## src/rtl/assert_macros.svh

```systemverilog
// ----------------------------------------------------------------------------
// Assertion macros shared by the ARQ sender RTL
// Same-cycle and next-cycle implications on clk, held off while rst_n is low.
// ----------------------------------------------------------------------------
`ifndef ASSERT_MACROS_SVH
`define ASSERT_MACROS_SVH

// Consequent must hold in the same cycle as the antecedent.
`define SAWARQ_ASSERT_NOW(lbl, ante, cons, msg) \
  lbl: assert property (@(posedge clk) disable iff (!rst_n) (ante) |-> (cons)) \
    else $error(msg);

// Consequent must hold in the cycle after the antecedent.
`define SAWARQ_ASSERT_NEXT(lbl, ante, cons, msg) \
  lbl: assert property (@(posedge clk) disable iff (!rst_n) (ante) |=> (cons)) \
    else $error(msg);

`endif

```

## src/rtl/sawarq_pkg.sv

```systemverilog
`timescale 1ns / 1ps
// ----------------------------------------------------------------------------
// sawarq_pkg
// Types, constants and helpers of the stop-and-wait ARQ sender.
// ----------------------------------------------------------------------------
package sawarq_pkg;

  localparam int QUEUE_DEPTH   = 16;
  localparam int PAYLOAD_BYTES = 20;

  localparam int QPTR_W    = (QUEUE_DEPTH > 1) ? $clog2(QUEUE_DEPTH) : 1;
  localparam int QCNT_W    = $clog2(QUEUE_DEPTH + 1);
  localparam int BIDX_W    = (PAYLOAD_BYTES > 1) ? $clog2(PAYLOAD_BYTES) : 1;
  localparam int SCNT_W    = $clog2(PAYLOAD_BYTES + 1);
  localparam int PAY_DEPTH = QUEUE_DEPTH * PAYLOAD_BYTES;
  localparam int PAY_AW    = $clog2(PAY_DEPTH);
  localparam int SEQ_W     = 16;
  localparam int TMR_W     = 16;
  localparam int CSUM_W    = 32;
  localparam int BYTE_W    = 8;

  localparam logic [TMR_W-1:0]  TIMEOUT_RESET = TMR_W'(10);
  localparam logic [BIDX_W-1:0] LAST_IDX      = BIDX_W'(PAYLOAD_BYTES - 1);

  typedef enum logic [1:0] {
    CMD_MSG_BYTE = 2'd0,
    CMD_ACK_HDR  = 2'd1,
    CMD_ACK_BYTE = 2'd2,
    CMD_TICK     = 2'd3
  } cmd_t;

  typedef enum logic [1:0] {
    KIND_SEND  = 2'd0,
    KIND_ACKED = 2'd1,
    KIND_DROP  = 2'd2
  } kind_t;

  typedef struct packed {
    cmd_t                     cmd;
    logic signed [BYTE_W-1:0] data_byte;
    logic                     byte_last;
    logic [SEQ_W-1:0]         ack_seq;
    logic [15:0]              ack_flag_field;
    logic signed [CSUM_W-1:0] ack_checksum;
  } in_word_t;

  typedef struct packed {
    kind_t                    out_kind;
    logic [SEQ_W-1:0]         out_seq;
    logic                     out_ack_field;
    logic signed [CSUM_W-1:0] out_checksum;
    logic signed [BYTE_W-1:0] out_byte;
    logic                     out_last;
    logic                     out_retransmit;
  } out_word_t;

  // Verdict of the ack checker for the payload byte in hand.
  typedef struct packed {
    logic             done;
    logic             csum_ok;
    logic [SEQ_W-1:0] seq;
  } ack_status_t;

  function automatic logic [CSUM_W-1:0] sext8(input logic [BYTE_W-1:0] b);
    return {{(CSUM_W - BYTE_W){b[BYTE_W-1]}}, b};
  endfunction

  function automatic logic [PAY_AW-1:0] pay_addr(input logic [QPTR_W-1:0] slot,
                                                 input logic [BIDX_W-1:0] idx);
    logic [PAY_AW-1:0] base;
    base = PAY_AW'(slot) * PAY_AW'(PAYLOAD_BYTES);
    return base + PAY_AW'(idx);
  endfunction

  function automatic logic [QPTR_W-1:0] next_slot(input logic [QPTR_W-1:0] s);
    return (s == QPTR_W'(QUEUE_DEPTH - 1)) ? '0 : s + QPTR_W'(1);
  endfunction

endpackage

```

## src/rtl/sawarq_ram.sv

```systemverilog
`timescale 1ns / 1ps
// ----------------------------------------------------------------------------
// sawarq_ram
// Simple dual-port RAM: one write port, one read port with registered data.
// ----------------------------------------------------------------------------
module sawarq_ram #(
  parameter  int WIDTH = 8,
  parameter  int DEPTH = 16,
  localparam int AW    = (DEPTH > 1) ? $clog2(DEPTH) : 1
) (
  input  logic             clk,
  input  logic             we,
  input  logic [AW-1:0]    waddr,
  input  logic [WIDTH-1:0] wdata,
  input  logic             re,
  input  logic [AW-1:0]    raddr,
  output logic [WIDTH-1:0] rdata
);

  logic [WIDTH-1:0] mem [DEPTH];
  logic [WIDTH-1:0] rdata_r;

  always_ff @(posedge clk) begin
    if (we) begin
      mem[waddr] <= wdata;
    end
    // hold read data until the next read
    if (re) begin
      rdata_r <= mem[raddr];
    end
  end

  assign rdata = rdata_r;

endmodule

```

## src/rtl/sawarq_ack_chk.sv

```systemverilog
`timescale 1ns / 1ps
// ----------------------------------------------------------------------------
// sawarq_ack_chk
// Latches the ack header and accumulates the ack payload checksum.
// ----------------------------------------------------------------------------
module sawarq_ack_chk (
  input  logic                    clk,
  input  logic                    rst_n,
  input  logic                    hdr_we,
  input  logic                    byte_we,
  input  sawarq_pkg::in_word_t    in_word,
  output sawarq_pkg::ack_status_t status
);
  import sawarq_pkg::*;

  logic [SEQ_W-1:0]  seq_r;
  logic              flag_one_r;
  logic [CSUM_W-1:0] pre_r;
  logic [CSUM_W-1:0] csum_r;
  logic [CSUM_W-1:0] sum_r;
  logic [BIDX_W-1:0] idx_r;
  logic [CSUM_W-1:0] sum_nxt;
  logic              done;

  assign sum_nxt = sum_r + sext8(in_word.data_byte);
  assign done    = in_word.byte_last || (idx_r >= LAST_IDX);

  assign status.done    = done;
  assign status.csum_ok = flag_one_r && ((pre_r + sum_nxt) == csum_r);
  assign status.seq     = seq_r;

  always_ff @(posedge clk) begin
    if (!rst_n) begin
      seq_r      <= '0;
      flag_one_r <= 1'b0;
      pre_r      <= '0;
      csum_r     <= '0;
      sum_r      <= '0;
      idx_r      <= '0;
    end else if (hdr_we) begin
      // pre-add seq and ack field so the verdict needs one add and compare
      seq_r      <= in_word.ack_seq;
      flag_one_r <= (in_word.ack_flag_field == 16'd1);
      pre_r      <= CSUM_W'(in_word.ack_seq) + CSUM_W'(in_word.ack_flag_field);
      csum_r     <= in_word.ack_checksum;
      sum_r      <= '0;
      idx_r      <= '0;
    end else if (byte_we) begin
      if (done) begin
        sum_r <= '0;
        idx_r <= '0;
      end else begin
        sum_r <= sum_nxt;
        idx_r <= idx_r + BIDX_W'(1);
      end
    end
  end

endmodule

```

## src/rtl/stop_and_wait_arq_sender.sv

```systemverilog
`timescale 1ns / 1ps
// ----------------------------------------------------------------------------
// stop_and_wait_arq_sender
// Sender of a stop-and-wait ARQ: packet queue, checksum, ack check, timer.
// ----------------------------------------------------------------------------
// Input words carry message bytes, ack headers, ack payload bytes or timer
// ticks; output words are packet bytes, timer-stopped notices or drop flags.
// Both channels use valid/stall; cfg_we writes the retransmit timeout.
// A message that ends early zero-fills the rest of its slot. A packet send
// streams the stored bytes out of the payload RAM through its registered
// read port, one byte a cycle while the receiver does not stall. No input
// is taken during a fill or a send. A receiver stall holds the output word
// and pauses the send; input is also held off while a result waits to leave.
// After reset the queue is empty, nothing is outstanding, the sequence is
// zero and the timeout is 10 ticks. The payload and checksum RAMs are not
// cleared: every slot is written in full before it is sent.
// ----------------------------------------------------------------------------
module stop_and_wait_arq_sender (
  input  logic                     clk,
  input  logic                     rst_n,
  input  logic                     in_valid,
  output logic                     in_stall,
  input  sawarq_pkg::in_word_t     in_word,
  output logic                     out_valid,
  input  logic                     out_stall,
  output sawarq_pkg::out_word_t    out_word,
  input  logic                     cfg_we,
  input  logic [sawarq_pkg::TMR_W-1:0] cfg_wdata
);
  import sawarq_pkg::*;

`include "assert_macros.svh"

  typedef enum logic [1:0] {
    S_IDLE,
    S_FILL,
    S_SEND
  } state_t;

  state_t            state_r, state_nxt;
  logic              out_valid_r, out_valid_nxt;
  out_word_t         out_word_r, out_word_nxt;
  logic [TMR_W-1:0]  timeout_r;
  logic [QPTR_W-1:0] q_head_r, q_head_nxt;
  logic [QPTR_W-1:0] q_tail_r, q_tail_nxt;
  logic [QCNT_W-1:0] q_cnt_r, q_cnt_nxt;
  logic [SEQ_W-1:0]  next_seq_r, next_seq_nxt;
  logic [SEQ_W-1:0]  head_seq_r, head_seq_nxt;
  logic              outstanding_r, outstanding_nxt;
  logic [TMR_W-1:0]  timer_r, timer_nxt;
  logic [BIDX_W-1:0] b_idx_r, b_idx_nxt;
  logic [CSUM_W-1:0] b_sum_r, b_sum_nxt;
  logic              b_drop_r, b_drop_nxt;
  logic [QPTR_W-1:0] fill_slot_r, fill_slot_nxt;
  logic [BIDX_W-1:0] fill_idx_r, fill_idx_nxt;
  logic              fill_send_r, fill_send_nxt;
  logic [SCNT_W-1:0] s_idx_r, s_idx_nxt;
  logic              rd_pend_r, rd_pend_nxt;
  logic              retx_r, retx_nxt;

  logic              out_free;
  logic              in_acc;
  logic              drop_now;
  logic              msg_done;
  logic [CSUM_W-1:0] msg_sum;
  logic [QCNT_W-1:0] cnt_after_ack;
  logic              ack_ok;
  logic              send_load;
  logic              send_issue;
  logic              start_send;
  logic              start_retx;
  ack_status_t       ack_st;

  logic              pay_we, pay_re;
  logic [PAY_AW-1:0] pay_waddr, pay_raddr;
  logic [BYTE_W-1:0] pay_wdata, pay_rdata;
  logic              ck_we, ck_re;
  logic [CSUM_W-1:0] ck_wdata, ck_rdata;

  assign out_free  = !out_valid_r || !out_stall;
  assign in_stall  = !((state_r == S_IDLE) && out_free);
  assign in_acc    = in_valid && !in_stall;
  assign out_valid = out_valid_r;
  assign out_word  = out_word_r;

  // message build: the full-queue decision is taken at the first byte
  assign drop_now = (b_idx_r == '0) ? (q_cnt_r >= QCNT_W'(QUEUE_DEPTH)) : b_drop_r;
  assign msg_sum  = ((b_idx_r == '0) ? '0 : b_sum_r) + sext8(in_word.data_byte);
  assign msg_done = in_word.byte_last || (b_idx_r >= LAST_IDX);
  assign ck_wdata = CSUM_W'(next_seq_r) + CSUM_W'(1) + msg_sum;

  assign cnt_after_ack = (q_cnt_r != '0) ? q_cnt_r - QCNT_W'(1) : q_cnt_r;
  assign ack_ok = ack_st.done && ack_st.csum_ok && outstanding_r
                  && (ack_st.seq == head_seq_r);

  // send stream: one read in flight, refilled as the output register drains
  assign send_load  = (state_r == S_SEND) && rd_pend_r && out_free;
  assign send_issue = (state_r == S_SEND) && (s_idx_r < SCNT_W'(PAYLOAD_BYTES))
                      && (!rd_pend_r || send_load);

  sawarq_ack_chk u_ack_chk (
    .clk     (clk),
    .rst_n   (rst_n),
    .hdr_we  (in_acc && (in_word.cmd == CMD_ACK_HDR)),
    .byte_we (in_acc && (in_word.cmd == CMD_ACK_BYTE)),
    .in_word (in_word),
    .status  (ack_st)
  );

  sawarq_ram #(
    .WIDTH (BYTE_W),
    .DEPTH (PAY_DEPTH)
  ) u_pay_ram (
    .clk   (clk),
    .we    (pay_we),
    .waddr (pay_waddr),
    .wdata (pay_wdata),
    .re    (pay_re),
    .raddr (pay_raddr),
    .rdata (pay_rdata)
  );

  sawarq_ram #(
    .WIDTH (CSUM_W),
    .DEPTH (QUEUE_DEPTH)
  ) u_ck_ram (
    .clk   (clk),
    .we    (ck_we),
    .waddr (q_tail_r),
    .wdata (ck_wdata),
    .re    (ck_re),
    .raddr (q_head_r),
    .rdata (ck_rdata)
  );

  always_comb begin
    state_nxt       = state_r;
    out_valid_nxt   = out_valid_r && out_stall;
    out_word_nxt    = out_word_r;
    q_head_nxt      = q_head_r;
    q_tail_nxt      = q_tail_r;
    q_cnt_nxt       = q_cnt_r;
    next_seq_nxt    = next_seq_r;
    head_seq_nxt    = head_seq_r;
    outstanding_nxt = outstanding_r;
    timer_nxt       = timer_r;
    b_idx_nxt       = b_idx_r;
    b_sum_nxt       = b_sum_r;
    b_drop_nxt      = b_drop_r;
    fill_slot_nxt   = fill_slot_r;
    fill_idx_nxt    = fill_idx_r;
    fill_send_nxt   = fill_send_r;
    s_idx_nxt       = s_idx_r;
    rd_pend_nxt     = rd_pend_r;
    retx_nxt        = retx_r;
    start_send      = 1'b0;
    start_retx      = 1'b0;
    pay_we          = 1'b0;
    pay_waddr       = pay_addr(q_tail_r, b_idx_r);
    pay_wdata       = in_word.data_byte;
    pay_re          = send_issue;
    pay_raddr       = pay_addr(q_head_r, s_idx_r[BIDX_W-1:0]);
    ck_we           = 1'b0;
    ck_re           = send_issue && (s_idx_r == '0);

    unique case (state_r)
      S_IDLE: begin
        if (in_acc) begin
          unique case (in_word.cmd)
            CMD_MSG_BYTE: begin
              pay_we = !drop_now;
              if (!msg_done) begin
                b_idx_nxt  = b_idx_r + BIDX_W'(1);
                b_sum_nxt  = msg_sum;
                b_drop_nxt = drop_now;
              end else begin
                b_idx_nxt  = '0;
                b_sum_nxt  = '0;
                b_drop_nxt = 1'b0;
                if (drop_now) begin
                  out_valid_nxt         = 1'b1;
                  out_word_nxt          = '0;
                  out_word_nxt.out_kind = KIND_DROP;
                  out_word_nxt.out_seq  = next_seq_r;
                end else begin
                  ck_we        = 1'b1;
                  q_tail_nxt   = next_slot(q_tail_r);
                  q_cnt_nxt    = q_cnt_r + QCNT_W'(1);
                  next_seq_nxt = next_seq_r + SEQ_W'(1);
                  if (b_idx_r != LAST_IDX) begin
                    // short message: zero the rest of the slot first
                    state_nxt     = S_FILL;
                    fill_slot_nxt = q_tail_r;
                    fill_idx_nxt  = b_idx_r + BIDX_W'(1);
                    fill_send_nxt = !outstanding_r;
                  end else if (!outstanding_r) begin
                    start_send = 1'b1;
                  end
                end
              end
            end
            CMD_ACK_HDR: begin
            end
            CMD_ACK_BYTE: begin
              if (ack_ok) begin
                outstanding_nxt = 1'b0;
                timer_nxt       = '0;
                q_head_nxt      = next_slot(q_head_r);
                q_cnt_nxt       = cnt_after_ack;
                head_seq_nxt    = head_seq_r + SEQ_W'(1);
                if (cnt_after_ack != '0) begin
                  start_send = 1'b1;
                end else begin
                  out_valid_nxt         = 1'b1;
                  out_word_nxt          = '0;
                  out_word_nxt.out_kind = KIND_ACKED;
                  out_word_nxt.out_seq  = ack_st.seq;
                end
              end
            end
            CMD_TICK: begin
              if (outstanding_r) begin
                if (timer_r > TMR_W'(1)) begin
                  timer_nxt = timer_r - TMR_W'(1);
                end else begin
                  start_send = 1'b1;
                  start_retx = 1'b1;
                end
              end
            end
          endcase
        end
      end
      S_FILL: begin
        pay_we    = 1'b1;
        pay_waddr = pay_addr(fill_slot_r, fill_idx_r);
        pay_wdata = '0;
        if (fill_idx_r == LAST_IDX) begin
          state_nxt  = S_IDLE;
          start_send = fill_send_r;
        end else begin
          fill_idx_nxt = fill_idx_r + BIDX_W'(1);
        end
      end
      S_SEND: begin
        if (send_load) begin
          out_valid_nxt               = 1'b1;
          out_word_nxt.out_kind       = KIND_SEND;
          out_word_nxt.out_seq        = head_seq_r;
          out_word_nxt.out_ack_field  = 1'b1;
          out_word_nxt.out_checksum   = ck_rdata;
          out_word_nxt.out_byte       = pay_rdata;
          out_word_nxt.out_last       = (s_idx_r == SCNT_W'(PAYLOAD_BYTES));
          out_word_nxt.out_retransmit = retx_r;
          if (s_idx_r == SCNT_W'(PAYLOAD_BYTES)) begin
            state_nxt = S_IDLE;
          end
        end
        if (send_issue) begin
          s_idx_nxt   = s_idx_r + SCNT_W'(1);
          rd_pend_nxt = 1'b1;
        end else if (send_load) begin
          rd_pend_nxt = 1'b0;
        end
      end
      default: begin
        state_nxt = S_IDLE;
      end
    endcase

    // start a send of the queue head and arm the timer
    if (start_send) begin
      state_nxt       = S_SEND;
      s_idx_nxt       = '0;
      rd_pend_nxt     = 1'b0;
      retx_nxt        = start_retx;
      outstanding_nxt = 1'b1;
      timer_nxt       = timeout_r;
    end
  end

  always_ff @(posedge clk) begin
    if (!rst_n) begin
      state_r       <= S_IDLE;
      out_valid_r   <= 1'b0;
      timeout_r     <= TIMEOUT_RESET;
      q_head_r      <= '0;
      q_tail_r      <= '0;
      q_cnt_r       <= '0;
      next_seq_r    <= '0;
      head_seq_r    <= '0;
      outstanding_r <= 1'b0;
      timer_r       <= '0;
      b_idx_r       <= '0;
      b_sum_r       <= '0;
      b_drop_r      <= 1'b0;
      fill_send_r   <= 1'b0;
      s_idx_r       <= '0;
      rd_pend_r     <= 1'b0;
      retx_r        <= 1'b0;
    end else begin
      state_r       <= state_nxt;
      out_valid_r   <= out_valid_nxt;
      if (cfg_we) begin
        timeout_r <= cfg_wdata;
      end
      q_head_r      <= q_head_nxt;
      q_tail_r      <= q_tail_nxt;
      q_cnt_r       <= q_cnt_nxt;
      next_seq_r    <= next_seq_nxt;
      head_seq_r    <= head_seq_nxt;
      outstanding_r <= outstanding_nxt;
      timer_r       <= timer_nxt;
      b_idx_r       <= b_idx_nxt;
      b_sum_r       <= b_sum_nxt;
      b_drop_r      <= b_drop_nxt;
      fill_send_r   <= fill_send_nxt;
      s_idx_r       <= s_idx_nxt;
      rd_pend_r     <= rd_pend_nxt;
      retx_r        <= retx_nxt;
    end
    out_word_r  <= out_word_nxt;
    fill_slot_r <= fill_slot_nxt;
    fill_idx_r  <= fill_idx_nxt;
  end

  `SAWARQ_ASSERT_NOW(a_cnt_bound, 1'b1, q_cnt_r <= QCNT_W'(QUEUE_DEPTH),
    "queue count above depth")
  `SAWARQ_ASSERT_NOW(a_empty_idle, q_cnt_r == '0, !outstanding_r,
    "packet outstanding with empty queue")
  `SAWARQ_ASSERT_NOW(a_send_outst, state_r == S_SEND, outstanding_r && (q_cnt_r != '0),
    "send without an outstanding queued packet")
  `SAWARQ_ASSERT_NEXT(a_timeout_send,
    in_acc && (in_word.cmd == CMD_TICK) && outstanding_r && (timer_r <= TMR_W'(1)),
    (state_r == S_SEND) && retx_r, "timer expiry did not start a retransmission")

endmodule
```

## config.mk

```make
export PLATFORM = sky130hd
export DESIGN_NAME = stop_and_wait_arq_sender
export DESIGN_NICKNAME = d
export VERILOG_FILES = /design/src/rtl/sawarq_pkg.sv /design/src/rtl/sawarq_ram.sv /design/src/rtl/sawarq_ack_chk.sv /design/src/rtl/stop_and_wait_arq_sender.sv
export VERILOG_INCLUDE_DIRS = /design/src /design/src/rtl
export SDC_FILE = /design/constraint.sdc
export NUM_CORES = 2
export LEC_CHECK = 0
export BUFFER_PORTS_ARGS = -buffer_cell sky130_fd_sc_hd__buf_4
export CORE_MARGIN = 3
export CORE_UTILIZATION = 35
export CTS_CLUSTER_DIAMETER = 150
export DETAILED_ROUTE_END_ITERATION = 7
export GPL_ROUTABILITY_DRIVEN = 0
export PLACE_DENSITY = 0.56
export REMOVE_ABC_BUFFERS = 1
export SKIP_CTS_REPAIR_TIMING = 1
export SLEW_MARGIN = 15
export SYNTH_ARGS = -nofsm -noshare
export SYNTH_HDL_FRONTEND = slang
export SYNTH_SLANG_ARGS = --single-unit
```

## constraint.sdc

```tcl
create_clock -name clk -period 13.7 [get_ports clk]
set_clock_uncertainty 0.1 [all_clocks]
set_input_delay 2.055 -clock clk [delete_from_list [all_inputs] [get_ports clk]]
set_output_delay 2.055 -clock clk [all_outputs]
set_load 0.01 [all_outputs]
```

* Yosys cells after proc, flatten, opt, wreduce, memory -nomap -nowiden
Memories as Yosys holds them, arrays and structs flattened. A register that Yosys moved wholly into a read port is not among the register bits. Index checks and enable logic that the tools add are counted.
Cells by class: magnitude comparators 5, equal/unequal tests 41, div/mod/pow operators 0, multiply operators 3, bitwise logic cells 2, shifts and indexed selects 0, mux-type cells 90, add/sub/neg operators 20, reductions and logical operators 54
Operator list (number):
- $mux 61 | 6
- $pmux 61 s2 | 2
- $add 32x32->32 | 3
- $mux 16 | 6
- $mux 32 | 3
- $mux 5 | 12
- $mux 1 | 39
- $ne 3x3->1 const B | 12
- $add 16x1->16 const B | 2
- $add 17x32->32 | 1
- $eq 32x32->1 | 1
- $pmux 16 s2 | 1
- $add 9x5->9 | 3
- $add 5x1->5 const B | 5
- $reduce_and 8->1 | 3
- $mul 4x3->7 const B | 3
- $pmux 5 s2 | 2
- $mux 2 | 9
- $ne 2x2->1 const B | 9
- $reduce_and 6->1 | 3
- $add 16x1->17 const B | 1
- $add 16x16->17 | 1
- $eq 16x1->1 const B | 1
- $eq 16x16->1 | 1
- 35 further kinds | 86
Storage, ports and cells: output and inout bits 63, input port bits 96, logic and storage cells 250, ROM bits 0, register bits 315, bits in writable memories 3072, latch bits 0, memories kept 2
Memory list:
- u_pay_ram.mem | depth 320, width 8, rd ports 1, clocked after memory_dff 1, wr ports 1, line sawarq_ram.sv:20 | logic [WIDTH-1:0] mem [DEPTH];
- u_ck_ram.mem | depth 16, width 32, rd ports 1, clocked after memory_dff 1, wr ports 1, line sawarq_ram.sv:20

* Depth between registers and ports, before layout
word-level depth 13, depth in mapped cells 28

* By module
Synthesis repeated with hierarchy kept, for this count alone.
Unflattened totals: cells, all modules 7809, area total of the unflattened synthesis 140328.3 um^2
By module, submodules not included:
- sawarq_ram (u_pay_ram) | seq. area each 77114.0 um^2, times used 1, cells each 4606, area an instance 99467.9 um^2
- sawarq_ram (u_ck_ram) | seq. area each 16335.7 um^2, times used 1, cells each 838, area an instance 20155.6 um^2
- stop_and_wait_arq_sender | seq. area each 4644.5 um^2, times used 1, cells each 1460, area an instance 12862.3 um^2
- sawarq_ack_chk | seq. area each 2062.0 um^2, times used 1, cells each 905, area an instance 7842.5 um^2

* Worst setup path before layout
Ideal clock, no wire load.
path kind input to register, start in in_word[65] (netlist bit), end reg out_word_r (netlist bit out_word[0]), enable pin, stages on the path 24, setup slack -0.040 ns, buffers on the path 1, arrival 12.993 ns, required time 12.953 ns, path through ha_1 -> inv_1 -> fa_1 -> nand2b_1 -> a21oi_1 -> nor2_1 -> o31ai_1 -> a21oi_1 -> ha_1 -> clkbuf_1 -> nand2_1 -> a21o_1 -> a211oi_1 -> o21ai_1 -> a21oi_2 -> and3_1 -> nand4_1 -> a31o_2 -> or3_1 -> xnor2_1 -> nor4b_4 -> nand3_1 -> a21o_1 -> o41ai_1
On the way: cells in the longest elaborated chain, start to end 9
Ends and longest elaborated chain:
- from (decl) | line stop_and_wait_arq_sender.sv:23 | input sawarq_pkg::in_word_t in_word,
- $add 32x32->32 | line sawarq_ack_chk.sv:25 | assign sum_nxt = sum_r + sext8(in_word.data_byte);
- $add 32x32->32 | line sawarq_ack_chk.sv:29 | assign status.csum_ok = flag_one_r && ((pre_r + sum_nxt) == csum_r);
- $eq 32x32->1 | line sawarq_ack_chk.sv:29
- $logic_and 1x1->1 | line sawarq_ack_chk.sv:29
- $logic_and 1x1->1 (2 in a row) | line stop_and_wait_arq_sender.sv:93 | assign ack_ok = ack_st.done && ack_st.csum_ok && outstanding_r
- $logic_and 1x1->1 | line stop_and_wait_arq_sender.sv:94 | && (ack_st.seq == head_seq_r);
- $ne 3x3->1 (no line)
- $reduce_and 8->1 (no line)
- to (signal assigned) | line stop_and_wait_arq_sender.sv:322 | out_word_r <= out_word_nxt;
- to (decl) | line stop_and_wait_arq_sender.sv:42 | out_word_t out_word_r, out_word_nxt;
No other way between the ends. A chain may end at the register's enable or synchronous reset.

* Worst setup path after layout
start in in_word[72] (netlist bit), end reg out_word_r (netlist bit out_word[11]), enable pin
The elaborated chain is that of the path after synthesis.

==> impl_results.md <==
* Synthesized area per cell at 19.1 sq um
* Setup repair after global routing missed its margin: false
* Netlist cell types at 81
* Primary FF master, synth: edfxtp_1
* Number of antenna violations at the first check in global routing at 22
* Post-synthesis async set-or-reset flop share at 0
* Endpoint kind of the worst setup timing path: register
* Synth warnings at 0
* Placeable Area at 0.394 sq mm
* Final core occ at 0.402
* TritonCTS clock tree: done
* Placed Cells incl. Taps at roughly 12000
* Post-route non-filler standard cell count at 13054
* Number of H-tree branching levels at 5
* Post-synthesis instance area at between 0.1 and 0.15 sq mm
* Overall track demand over capacity in global routing at 0.171
* Ranking of synthesized cells by area: edfxtp_1, mux4_2, dfxtp_1
* First-pass GRT wire length at 515000 um
* Initial core utilization at 0.353
* Final-report hold violation count at 0
* Dominant combinational cell family by area after synthesis: multiplexers
* Arrival time of the worst setup path at between 9 and 10 ns
* Layout Area Growth over Synthesis at 13.8%
* Worst setup path class: in2reg
* Fill cells at 34800
* Max Root-Sink Buffers at 4
* Required time worst endpoint at 14.12 ns
* Clock Root Buffer: clkbuf_16
* Row count at 230
* Pin slew with the least headroom to its limit at between 1 and 1.5 ns
* Pins over their slew limit at 0
* Count of port buffers added during placement at around 160
* Antenna-violating nets left at 0
* Wire length reported by the detailed router at roughly 350000 um
* Xor/xnor cell area share of the yosys netlist at 0.0129
* Share of post-route cells with drive strength above 1 at 0.244
* Number of instances in the synthesized netlist at 7295
* Worst voltage drop across the vdd grid at 0.0000887 V
* Via density per instance at 5.40
* Synth Area in Simple Gates at 0.0443
* Source-to-sink clock delay at the later pin of the worst-skew pair at between 0.9 and 1 ns
* Synth Area in Compound Gates at 0.0284
* Total half-perimeter wirelength after legalization and detailed placement at between 200000 and 250000 um
* Gr ovfl total at 0
* Share of cell area taken by muxes after synthesis at 0.167
* Clock edge transition at the registers on the reported setup and hold paths at 0.06 ns
* Total die area at 0.405 sq mm
* Number of endpoints failing setup at the final stage at 0
* Largest fanout on the critical path at 54
* Minimum clock period after layout at 9.22 ns
* Proportion of synthesized chip area in sequential cells at 0.720
* Length of the first detailed-routing pass in iterations at 5
* Leakage power at 48.4 nW
* Number of synthesized register bits at around 3400
* Maximum number of pins on one net before global-route repair at 205
* Drt wl/cell at 27.0 um
* Number of enable-type register cells in the synthesized netlist at 3182
* Library cell with the largest summed area after synthesis: edfxtp_1
* Total Neg Setup Slack at 0 ns
* Number of max-cap violations at 0
* Synthesized-area fraction occupied by adder cells at 0.0150
* I/O pins at 159
* Via count of the first global-routing pass at 71571
* FF-to-FF setup slack at 5.52 ns
* Number of clock sinks at 3412
* Most frequent cell after synthesis: edfxtp_1
* Highest achievable clock rate at 108 MHz
* Launching element type of the critical path: input port
* Top cells by instance count after synthesis: edfxtp_1, mux4_2, nor2_1
* Die height at 636 um
* Number of vias in the routed layout at 70459
* Normalized max-slew margin at 0.170
* Final net count at 7799
* Inserted Clock Buffers at 348
* Power per unit of standard cell area at around 140 mW/mm^2
* Worst min-delay path category: reg2reg
* Final worst path period share at 0.673
* Area share of the largest cell type after synthesis at 0.687
* First DRT Iteration DRCs at 6934
* Overall die width at 636 um
* Result of the run: finished clean
* Number of remaining DRC errors at 0
[final timing paths]
kind,startpoint,endpoint,depth (start not counted)
worst max-delay path,in_word[72],out_word[11]$_SDFFCE_PN0P_,25
worst min-delay path,b_sum_r[2]$_SDFFE_PN0P_,b_sum_r[2]$_SDFFE_PN0P_,2
worst max register to register,u_ack_chk.sum_r[0]$_SDFFE_PP0P_,out_word[11]$_SDFFCE_PN0P_,27
worst min register to register,b_sum_r[2]$_SDFFE_PN0P_,b_sum_r[2]$_SDFFE_PN0P_,2
[critical path: stages]
cell and delay, ns:
buf_4 0.55, ha_1 0.44, a21o_1 0.24, a22oi_1 0.35, o31ai_1 0.15, o21ai_0 0.19
nand2b_1 0.09, xor2_1 0.21, ha_1 0.34, xnor2_1 0.39, nor2_1 0.10, a2111oi_0 0.47
o311ai_0 0.22, nor4_1 0.26, o2111ai_1 0.15, a211oi_1 0.44, nand4_1 0.20, a2111o_1 0.41
nor4b_4 0.27, buf_4 0.23, nand3_1 0.09, a21o_1 0.21, o41ai_2 0.39, buf_4 0.42
buf_4 0.60
[area by class of cell]
class,count,area [sq um],share of cell area
repair buffers,288,2320,0.0147
clock inverters,213,2100,0.0133
flip-flops and latches,3412,100000,0.633
well taps,5220,6530,0.0413
inverters,71,272,0.00172
multi-input cells,3422,37600,0.238
clock buffers,420,9210,0.0582
diodes,8,20.0,0.000127
[state kept, by name, summed over array words and instances (netlist names), 5 cells and up]
register          cells
s_idx_r               5
timer_r              16
timeout_r            16
u_ack_chk.csum_r     32
head_seq_r           16
u_ack_chk.seq_r      16
b_sum_r              32
fill_idx_r            5
b_idx_r               5
u_ck_ram.mem        512
u_ack_chk.sum_r      32
q_cnt_r               5
u_ack_chk.idx_r       5
u_pay_ram.rdata       8
out_word             61
u_ck_ram.rdata       32
next_seq_r           16
u_ack_chk.pre_r      17
u_pay_ram.mem      2560
[logic make-up after synthesis]
kind of cell | after synthesis
buffers and inverters | 461
adder cells (fa/ha/maj) | 160
multiplexers | 1069
AND/OR/NAND/NOR | 1364
flip-flops | 3412
AO/OA/AOI/OAI | 626
XOR/XNOR | 203
[layer usage]
layer,global-route usage,vias to the layer above,part of all wire
li1,-,30152,-
met1,0.239,37777,0.43
met2,0.285,2071,0.49
met3,0.0240,451,0.055
met4,0.0361,8,0.021
met5,0,-,0.00011
[cells in the final DEF, fill, tap and decap left out, types with 56 or more instances in the layout]
cell type,synthesis,layout
nor2_1,587,570
edfxtp_1,3182,3182
o21ai_0,98,98
a21oi_1,241,239
buf_4,0,275
nand2_1,339,323
mux2i_1,58,58
xnor2_1,118,106
nor2b_1,60,58
clkbuf_16,0,354
mux4_2,997,997
nand3_1,63,63
ha_1,149,148
clkinv_1,1,74
clkinv_2,0,67
clkbuf_1,286,56
xor2_1,84,79
dfxtp_1,230,225
inv_1,69,69
[metrics by stage]
step	setup slack, ns	cell area [sq um]	total power, mW	hold slack (ns)
after floorplan	-15.09	138000	12.0	0.327
after global placement	3.79	147000	12.2	0.343
after detailed placement	3.68	147000	12.3	0.343
after CTS	4.66	158000	21.7	0.351
after global routing	4.04	158000	22.2	0.372
final	4.48	158000	21.5	0.348
[power by group]
group | switching [mW] | total [mW] | internal [mW] | leakage (nW)
Clock | 3.99 | 9.48 | 5.49 | 5.52
Sequential | 0.0186 | 11.5 | 11.4 | 30.5
Combinational | 0.423 | 0.568 | 0.145 | 12.4
Total | 4.43 | 21.5 | 17.1 | 48.4
No activity file was read; power rests on OpenSTA's default activity.
